### src/pba_pkg.sv
// Shared constants, request types and a helper function of the page bitmap allocator.
`timescale 1ns / 1ps
package pba_pkg;

    // Map geometry: one bit per page, WORD_BITS pages to a map word.
    localparam int MAP_WORDS = 32768;
    localparam int WORD_BITS = 32;
    localparam int PAGE_W    = 20;
    localparam int ACTION_W  = 2;

    localparam int BIT_W     = $clog2(WORD_BITS);
    localparam int MAP_AW    = $clog2(MAP_WORDS);
    // Summary levels: one bit per map word, then one bit per summary word.
    localparam int SUM_WORDS = MAP_WORDS / WORD_BITS;
    localparam int SUM_AW    = $clog2(SUM_WORDS);
    localparam int TOP_WORDS = SUM_WORDS / WORD_BITS;
    localparam int TOP_AW    = $clog2(TOP_WORDS);

    // Action codes on the request channel.
    localparam logic [ACTION_W-1:0] ACT_ALLOC = 2'd0;
    localparam logic [ACTION_W-1:0] ACT_FREE  = 2'd1;
    localparam logic [ACTION_W-1:0] ACT_MARK  = 2'd2;

    // Classified operation handed from the front part to the back part.
    typedef enum logic [1:0] {
        KIND_NOP   = 2'd0,
        KIND_ALLOC = 2'd1,
        KIND_SET   = 2'd2,
        KIND_CLR   = 2'd3
    } pba_kind_t;

    typedef struct packed {
        pba_kind_t         kind;
        logic [MAP_AW-1:0] word_idx;
        logic [BIT_W-1:0]  bit_idx;
    } pba_cmd_t;

    // Status from the back part to the front part.
    typedef struct packed {
        logic clearing;
    } pba_status_t;

    // Index of the lowest set bit of a word; zero when the word is empty.
    function automatic logic [BIT_W-1:0] lowest_set(input logic [WORD_BITS-1:0] v);
        logic [BIT_W-1:0] idx;
        idx = '0;
        for (int i = WORD_BITS - 1; i >= 0; i--) begin
            if (v[i]) begin
                idx = BIT_W'(i);
            end
        end
        return idx;
    endfunction

endpackage

### src/pba_front.sv
// Front part: accepts requests, classifies them and queues them for the back part.
`timescale 1ns / 1ps
module pba_front import pba_pkg::*; (
    input  logic                aclk,
    input  logic                aresetn,
    input  logic                s_valid,
    output logic                s_ready,
    input  logic [ACTION_W-1:0] s_action,
    input  logic [PAGE_W-1:0]   s_page_number,
    input  pba_status_t         status,
    output logic                q_valid,
    input  logic                q_ready,
    output pba_cmd_t            q_cmd
);

    localparam int QD = 2;

    pba_cmd_t          ent_reg [QD];
    logic              wr_ptr_reg, wr_ptr_next;
    logic              rd_ptr_reg, rd_ptr_next;
    logic [1:0]        count_reg, count_next;
    pba_cmd_t          cmd;
    logic              push, pop;
    logic [PAGE_W:0]   word_wide;
    logic              in_range;

    // Classify the request: out-of-map pages and unused codes become no-ops.
    assign word_wide = {1'b0, s_page_number} >> BIT_W;
    assign in_range  = word_wide < (PAGE_W + 1)'(MAP_WORDS);

    always_comb begin
        cmd.word_idx = MAP_AW'(word_wide);
        cmd.bit_idx  = s_page_number[BIT_W-1:0];
        priority if (s_action == ACT_ALLOC) begin
            cmd.kind = KIND_ALLOC;
        end else if (s_action == ACT_FREE && in_range) begin
            cmd.kind = KIND_SET;
        end else if (s_action == ACT_MARK && in_range) begin
            cmd.kind = KIND_CLR;
        end else begin
            cmd.kind = KIND_NOP;
        end
    end

    // Two-entry queue towards the back part; closed while the map is cleared.
    assign s_ready = (count_reg != 2'(QD)) && !status.clearing;
    assign push    = s_valid && s_ready;
    assign q_valid = count_reg != 2'd0;
    assign pop     = q_valid && q_ready;
    assign q_cmd   = ent_reg[rd_ptr_reg];

    always_comb begin
        wr_ptr_next = push ? !wr_ptr_reg : wr_ptr_reg;
        rd_ptr_next = pop ? !rd_ptr_reg : rd_ptr_reg;
        count_next  = count_reg + 2'(push) - 2'(pop);
    end

    always_ff @(posedge aclk) begin
        if (!aresetn) begin
            wr_ptr_reg <= 1'b0;
            rd_ptr_reg <= 1'b0;
            count_reg  <= 2'd0;
        end else begin
            wr_ptr_reg <= wr_ptr_next;
            rd_ptr_reg <= rd_ptr_next;
            count_reg  <= count_next;
        end
    end

    always_ff @(posedge aclk) begin
        if (push) begin
            ent_reg[wr_ptr_reg] <= cmd;
        end
    end

endmodule

### config.mk
export PLATFORM = sky130hd
export DESIGN_NAME = pba_front
export DESIGN_NICKNAME = d
export VERILOG_FILES = /design/src/pba_pkg.sv /design/src/pba_front.sv
export SDC_FILE = /design/constraint.sdc
export NUM_CORES = 1
export LEC_CHECK = 0
export BUFFER_PORTS_ARGS = -buffer_cell sky130_fd_sc_hd__buf_2
export CAP_MARGIN = 5
export CORE_MARGIN = 2
export CORE_UTILIZATION = 50
export DETAILED_ROUTE_END_ITERATION = 6
export PLACE_DENSITY = 0.77
export SYNTH_ARGS = -nofsm -noshare
export SYNTH_HDL_FRONTEND = slang
export SYNTH_SLANG_ARGS = --single-unit
export TNS_END_PERCENT = 30
### constraint.sdc
create_clock -name aclk -period 2.3 [get_ports aclk]
set_input_delay 0.23 -clock aclk [delete_from_list [all_inputs] [get_ports aclk]]
set_output_delay 0.23 -clock aclk [all_outputs]
set_load 0.01 [all_outputs]
==> results of run 1 <==
-- area by class of cell --
cell class | instances | area [sq um]
Tap cell | 48 | 60.1
Inverter | 5 | 18.8
Clock inverter | 2 | 10.0
Timing Repair Buffer | 55 | 288
Fill cell | 297 | 1350
Multi-Input combinational cell | 45 | 415
Clock buffer | 6 | 72.6
Sequential cell | 49 | 1420
-- stage by stage --
| stage | hold slack, ps | power (mW) | util (%) | setup WS (ps) | area (sq um) |
|---|---|---|---|---|---|
| 2_1_floorplan | 329 | 1.48 | - | 594 | 1870 |
| 3_3_place_gp | 420 | 1.67 | 60.6 | 700 | 2200 |
| 3_5_place_dp | 422 | 1.71 | 60.6 | 590 | 2200 |
| 4_1_cts | 113 | 2.16 | 62.9 | 563 | 2290 |
| 5_1_grt | 105 | 2.26 | 62.9 | 362 | 2290 |
| 6_report | 124 | 2.13 | 62.9 | 571 | 2290 |
-- per-layer routing --
| metal | up-vias | part of all wire, % | GRT usage (%) |
|---|---|---|---|
| li1 | 494 | - | - |
| met1 | 490 | 40 | 16.3 |
| met2 | 30 | 52 | 27.2 |
| met3 | 5 | 6.6 | 5.73 |
| met4 | 0 | 1.4 | 5.47 |
| met5 | - | 0 | 0 |
-- Yosys cell counts --
master / number
edfxtp_1: 44
mux2_1: 20
xnor2_1: 1
inv_1: 5
xor2_1: 1
ha_1: 4
dfxtp_1: 5
nand2_1: 1
mux2_2: 2
nor2_1: 4
nor2b_4: 1
buf_2: 2
a21oi_1: 1
nand2b_1: 1
or2_2: 2
and3_1: 1
o21ai_0: 1
and2_1: 2
o21a_2: 1
nor3_1: 1
or3_1: 1
-- power by group through the flow --
stage	Combinational [mW]	Clock (mW)	Sequential (mW)
5_1_grt	0.626	0.510	1.12
4_1_cts	0.578	0.476	1.11
2_1_floorplan	0.358	0	1.12
3_5_place_dp	0.575	0	1.13
6_report	0.564	0.458	1.11
3_3_place_gp	0.550	0	1.12
-- kinds of logic after synthesis --
group	after synthesis	synth area share [%]
DFF	49	76.2
muxes	22	13.3
and+or+nand+nor	14	4.36
buffers and inverters	7	1.54
adders and majority gates	4	2.68
AOI/OAI and AO/OA	3	1.01
xor gates and xnor gates	2	0.939
-- worst paths after layout --
kind                    startpoint            end  slack, ps  cells past startpoint
setup / recovery      count_reg[1]   count_reg[1]        570                      9
hold / removal    s_page_number[8]  ent_reg[1][8]        120                      1
setup reg to reg      count_reg[1]   count_reg[1]        570                      9
hold reg to reg         wr_ptr_reg     wr_ptr_reg        500                      2
==> results.md, run 1 <==
- WP data required: 2520 ps
- DR iter-0 viols: 29
- DP Cell Count: 202
- CP max-delay cell: dfxtp_1
- I/O Buffers: 50
- Worst vdd ir: 601 uV
- Area contributors post-synth: edfxtp_1, mux2_1, dfxtp_1
- Max Cap Viol: 0
- Synth-to-Final Area Change: 22.5%
- Largest register FFs: 44
- Combinational Power Share: 26.5%
- Final net count: 192
- Critical-path maximum fanout: 5
- DP Wirelength: 2.14 mm
- Post-synthesis sequential area ratio: 76.2%
- Syn_area_per_cell: 18.5 sq um
- Sw Ratio: 27.1%
- Post-CTS sizing: 0
- Die Y-Extent: 65.1 um
- Total GRT Usage: 15.2%
- Yosys top cell by area: edfxtp_1
- Sequential Power Share: 52.0%
- Leading cell type in the layout, fill and taps excluded: buf_2
- Yosys cell types: 21
- Max incr delay on CP: 350 ps
- RSZ-0062 raised after global routing: false
- Largest net degree at the start of global routing: 18
- Fmax: 579 MHz
- Pins Over Slew Limit: 0
- DRT antenna net count: 0
- Chip width: 65.1 um
- Initial antenna violation count: 0
- Post-route DRC: 0
- Hold-fix buffer count after cts: 0
- Via/cell ratio: 4.85
- Clock period minus worst slack: 1730 ps
- Net Switching: 0.577 mW
- CTS Buf Count: 5
- Delay-heaviest family, CP: simple AND/OR/NAND/NOR gates
- Post-Synthesis Cells: 101
- Non-filler cells, final: 210
- Most frequent cell on the critical path: ha_1
- Max transition margin: 84.5%
- Setup violations, final: 0
- Clock power share: 21.5%
- Ports: 51
- First-pass GRT wire length: 4.60 mm
- Fraction of layout cells with a size suffix above 1: 42.0%
- First-pass detailed-route iteration total: 4
- Clk_skew: 6.97 ps
- Max Root-Sink Buffers: 2
- Leakage: 0.918 nW
- Worst EP arrival: 1950 ps
- Drt wl/cell: 13.4 um
- Worst path cell trace: nor2b_4 > nor2_1 > nand2_1 > ha_1 > inv_1 > ha_1 > xor2_1 > and2_1 > nor3_1
- Syn Nets: 132
- CP Class: register to register
- Ys Warns: 0
- Row count: 22
- CTS sink count: 49
- CP Buf/Inv Count: 1
- Outcome: finished clean
- Total negative setup slack: 0 ps
- Commonest non-fill, non-tap cells in the layout: buf_2, edfxtp_1, mux2_1
- Setup Fix Bufs, Post-CTS: 0
- Worst Hold Class: input pin to register
- Final Hold Vio Count: 0
- Startpoint types: register
- Initial Util: 51.3%
- Placer Congestion: 0.616
- Diodes inserted: 0
- Crit end category: register
- CTS tree: yes
- Routed WL: 2.82 mm
- Worst-Skew Late Latency: 290 ps
- H-Tree Level Count: 2
- CTS Root Cell: clkbuf_8
- Post-Syn Area: 1870 sq um
- Total grt overflow: 0
- Slew @ Worst Pin: 233 ps
- Pwr Density: 932 nW/um^2
- Reg clk slew, reported paths: 80 ps
- Core area: 3630 sq um
- Die ar.: 4240 sq um
- Register bit total from synthesis: 49
- Detailed-route via count: 1019
- Internal power: 1.55 mW
- Final period utilization: 75.2%
- Vias in the first global route: 1042
- Synth top area share: 70.8%
(Power assumes the default switching activity.)
==> run 2, diff against run 1 <==
clock period = 1.8 ns   (was 2.3 ns; I/O delays follow)
==> results.md, run 2 (synthesis results as in run 1) <==
- CTS tree: yes
- Largest net degree at the start of global routing: 18
- Clk_skew: 4.21 ps
- Clock period minus worst slack: 1760 ps
- Core area: 3630 sq um
- Hold depth: 1
- H-Tree Level Count: 2
- Worst R2R Setup Slack: 40 ps
- Row count: 22
- Diodes inserted: 0
- Leakage: 0.941 nW
- Synth-to-Final Area Change: 26.9%
- CTS sink count: 49
- Largest register FFs: 44
- Commonest non-fill, non-tap cells in the layout: buf_2, edfxtp_1, mux2_1
- CP Class: register to register
- DP Wirelength: 2.23 mm
- First-pass detailed-route iteration total: 4
- DR iter-0 viols: 31
- Setup violations, final: 0
- CTS Buf Count: 5
- Max Cap Viol: 0
- Worst-Skew Late Latency: 290 ps
- FF-to-FF Start: count_reg[1]
- Critical-path maximum fanout: 5
- Worst reg2reg path depth: 9
- Post-route DRC: 0
- WHS: 73.1 ps
- Total grt overflow: 0
- Non-filler cells, final: 212
- Worst EP arrival: 1980 ps
- Fillers: 270
- CP max-delay cell: dfxtp_4
- Total GRT Usage: 15.6%
- Cell Area, Placed: 2210 sq um
- Slew @ Worst Pin: 273 ps
- Drt wl/cell: 14.8 um
- WP data required: 2020 ps
- Final net count: 194
- I/O Buffers: 50
- Fmax: 567 MHz
- Final period utilization: 98.0%
- Startpoint types: register
- First-pass GRT wire length: 4.74 mm
- Total negative setup slack: 0 ps
- Fraction of layout cells with a size suffix above 1: 47.0%
- Max incr delay on CP: 370 ps
- Final Hold Vio Count: 0
- Vias in the first global route: 1066
- Die ar.: 4240 sq um
- Ports: 51
- DP Cell Count: 203
- Worst Hold Class: input pin to register
- Final instance area: 2370 sq um
- CTS Root Cell: clkbuf_8
- Pins Over Slew Limit: 0
- Die Y-Extent: 65.1 um
- Hold Path Origin: s_page_number[17]
- Worst path cell trace: nor2b_4 > nor2_4 > nand2_1 > ha_1 > inv_1 > ha_4 > xor2_2 > and2_4 > nor3_4
- Reg clk slew, reported paths: 80 ps
- Worst vdd ir: 733 uV
- Placer Congestion: 0.657
- Overall power: 2.92 mW
- Initial antenna violation count: 0
- Via/cell ratio: 4.95
- Max transition margin: 81.8%
- Routed WL: 3.15 mm
- Detailed-route via count: 1050
- Initial Util: 51.3%
- CP Launch Point: count_reg[1]
- Crit end category: register
- Outcome: finished clean
- DRT antenna net count: 0
- Chip width: 65.1 um
- Max Root-Sink Buffers: 2
- Pwr Density: 1240 nW/um^2
- Leading cell type in the layout, fill and taps excluded: buf_2
## run 2: layout make-up
cell class | instances | area (sq um) | share of cell area (%)
Clock buffer | 7 | 97.6 | 4.12
Clock inverter | 1 | 5.00 | 0.211
Inverter | 5 | 18.8 | 0.793
Multi-Input combinational cell | 45 | 457 | 19.3
Sequential cell | 49 | 1430 | 60.3
Tap cell | 48 | 60.1 | 2.54
Timing Repair Buffer | 57 | 303 | 12.8
## run 2: timing repair
action                     4_1_cts  5_1_grt
setup buffers                    0        1
setup endpoints to repair        1        1
gates resized for setup          3        8
gates cloned                     0        0
hold buffers                     0        0
pin swaps                        0        4
## run 2: critical path: cells and delay by family, from the launching register on
kind	cells	cell delay [ps]
flip-flops	1	370
buffers and inverters	1	60
XOR/XNOR	1	180
adder cells (fa/ha/maj)	2	440
AND/OR/NAND/NOR	5	630
## run 2: report_power, final
group	switching (mW)	total, mW	internal (mW)	leakage, nW
Combinational	0.415	0.808	0.392	0.442
Clock	0.332	0.688	0.356	0.0534
Sequential	0.0563	1.43	1.37	0.445
Total	0.803	2.92	2.12	0.941
## run 2: final timing paths
| check | to |
|---|---|
| setup / recovery | count_reg[1] |
| hold / removal | ent_reg[1][17] |
| setup reg to reg | count_reg[1] |
| hold reg to reg | wr_ptr_reg |
## run 2: per-stage QoR
| step | worst slack [ps] | util, % |
|---|---|---|
| final | 36.4 | 65.2 |
| after global routing | -14.4 | 65.2 |
| after CTS | 47.9 | 64.1 |
| after detailed placement | -40.0 | 60.8 |
| after global placement | 214 | 60.8 |
| after floorplan | 93.8 | - |
## run 2: layer usage
metal / up-vias / track usage (%) / routed length [um] / share of wire, %
li1: 498 / - / - / -
met1: 513 / 16.0 / 1180 / 38
met2: 32 / 29.5 / 1720 / 55
met3: 7 / 5.03 / 178 / 5.7
met4: 0 / 5.47 / 62 / 2.0
met5: - / 0 / 0 / 0
==> run 3, diff against run 2 <==
RECOVER_POWER = 50   (was default)
==> results.md, run 3 (synthesis results as in run 1) <==
- Total grt overflow: 0
- DR iter-0 viols: 32
- Reg clk slew, reported paths: 80 ps
- Clock power share: 23.7%
- Commonest non-fill, non-tap cells in the layout: edfxtp_1, buf_2, mux2_1
- Hold-fix buffer count after cts: 0
- Sw Ratio: 27.7%
- CTS sink count: 49
- Hold depth: 1
- Die ar.: 4240 sq um
- Final net count: 194
- Worst-Skew Late Latency: 290 ps
- I/O Buffers: 50
- Row count: 22
- Diodes inserted: 0
- CTS Root Cell: clkbuf_8
- DRT antenna net count: 0
- Ports: 51
- Outcome: finished clean
- Via/cell ratio: 4.97
- Total negative setup slack: 0 ps
- Clock period minus worst slack: 1760 ps
- Internal power: 2.10 mW
- Setup WS post-layout: 44.5 ps
- Critical-path maximum fanout: 5
- CP Class: register to register
- Setup WS pre-CTS: -40.0 ps
- Vias in the first global route: 1066
- Chip width: 65.1 um
- First-pass GRT wire length: 4.74 mm
- Worst Hold Class: input pin to register
- H-Tree Level Count: 2
- Max Root-Sink Buffers: 2
- Pins Over Slew Limit: 0
- Non-filler cells, final: 212
- Detailed-route via count: 1054
- Crit end category: register
- Leakage: 0.899 nW
- Slew @ Worst Pin: 272 ps
- Clk_skew: 3.87 ps
- Post-layout util: 64.5%
- Leading cell type in the layout, fill and taps excluded: edfxtp_1
- Core area: 3630 sq um
- Worst EP arrival: 1970 ps
- Initial antenna violation count: 0
- DP Wirelength: 2.23 mm
- Cell Area, Placed: 2210 sq um
- WHS: 70.9 ps
- Pwr Density: 1240 nW/um^2
- First-pass detailed-route iteration total: 4
- Startpoint types: register
- Final instance area: 2340 sq um
- CTS Buf Count: 5
- Synth-to-Final Area Change: 25.7%
- Worst R2R Setup Slack: 40 ps
- Overall power: 2.91 mW
- Worst reg2reg path depth: 9
- Largest register FFs: 44
- Drt wl/cell: 14.9 um
- Max Cap Viol: 0
- Final Hold Vio Count: 0
- Placer Congestion: 0.657
- Net Switching: 0.804 mW
- Die Y-Extent: 65.1 um
- Fmax: 570 MHz
- Fraction of layout cells with a size suffix above 1: 38.4%
- Initial Util: 51.3%
- Largest net degree at the start of global routing: 18
- Combinational Power Share: 27.2%
- Final period utilization: 97.5%
- Routed WL: 3.15 mm
- Worst vdd ir: 728 uV
- Max transition margin: 81.9%
- Post-route DRC: 0
- DP Cell Count: 203
- Total GRT Usage: 15.6%
- Sequential Power Share: 49.1%
- Setup violations, final: 0
- CTS tree: yes
- WP data required: 2020 ps
-- run 3: worst max-delay path, cell delays in order (launching register included) --
cell     delay, ps
dfxtp_4        370
nor2b_4        140
nor2_4         100
nand2_1         60
ha_1           280
inv_1           60
ha_4           160
xor2_2         180
and2_4         150
nor3_4         170
-- run 3: final timing paths --
path | from | endpoint
worst max-delay path | count_reg[1] | count_reg[1]
worst max register to register | count_reg[1] | count_reg[1]
worst min-delay path | s_page_number[17] | ent_reg[1][17]
worst min register to register | wr_ptr_reg | wr_ptr_reg
-- run 3: timing repair --
action | in CTS | in global routing
resized for setup | 3 | 8
pin swaps | 0 | 4
setup endpoints to repair | 1 | 1
setup buffers | 0 | 1
-- run 3: area by class of cell --
type,count,area (sq um)
clock buffer,7,97.6
tap,48,60.1
fill,274,1290
timing repair buffer,57,280
inverter,5,18.8
sequential,49,1430
multi-input combinational,45,457
clock inverter,1,5.00
-- run 3: power groups by stage --
stage	clock (mW)	sequential (mW)	combinational [mW]
2_1_floorplan	0	1.43	0.458
3_3_place_gp	0	1.43	0.708
3_5_place_dp	0	1.44	0.750
4_1_cts	0.700	1.41	0.773
5_1_grt	0.753	1.44	0.860
6_report	0.688	1.43	0.790
-- run 3: layer usage --
| metal | share of wire [%] | global-route usage (%) |
|---|---|---|
| met1 | 37 | 16.0 |
| met2 | 55 | 29.5 |
| met3 | 5.6 | 5.03 |
| met4 | 2.0 | 5.47 |
| met5 | 0 | 0 |
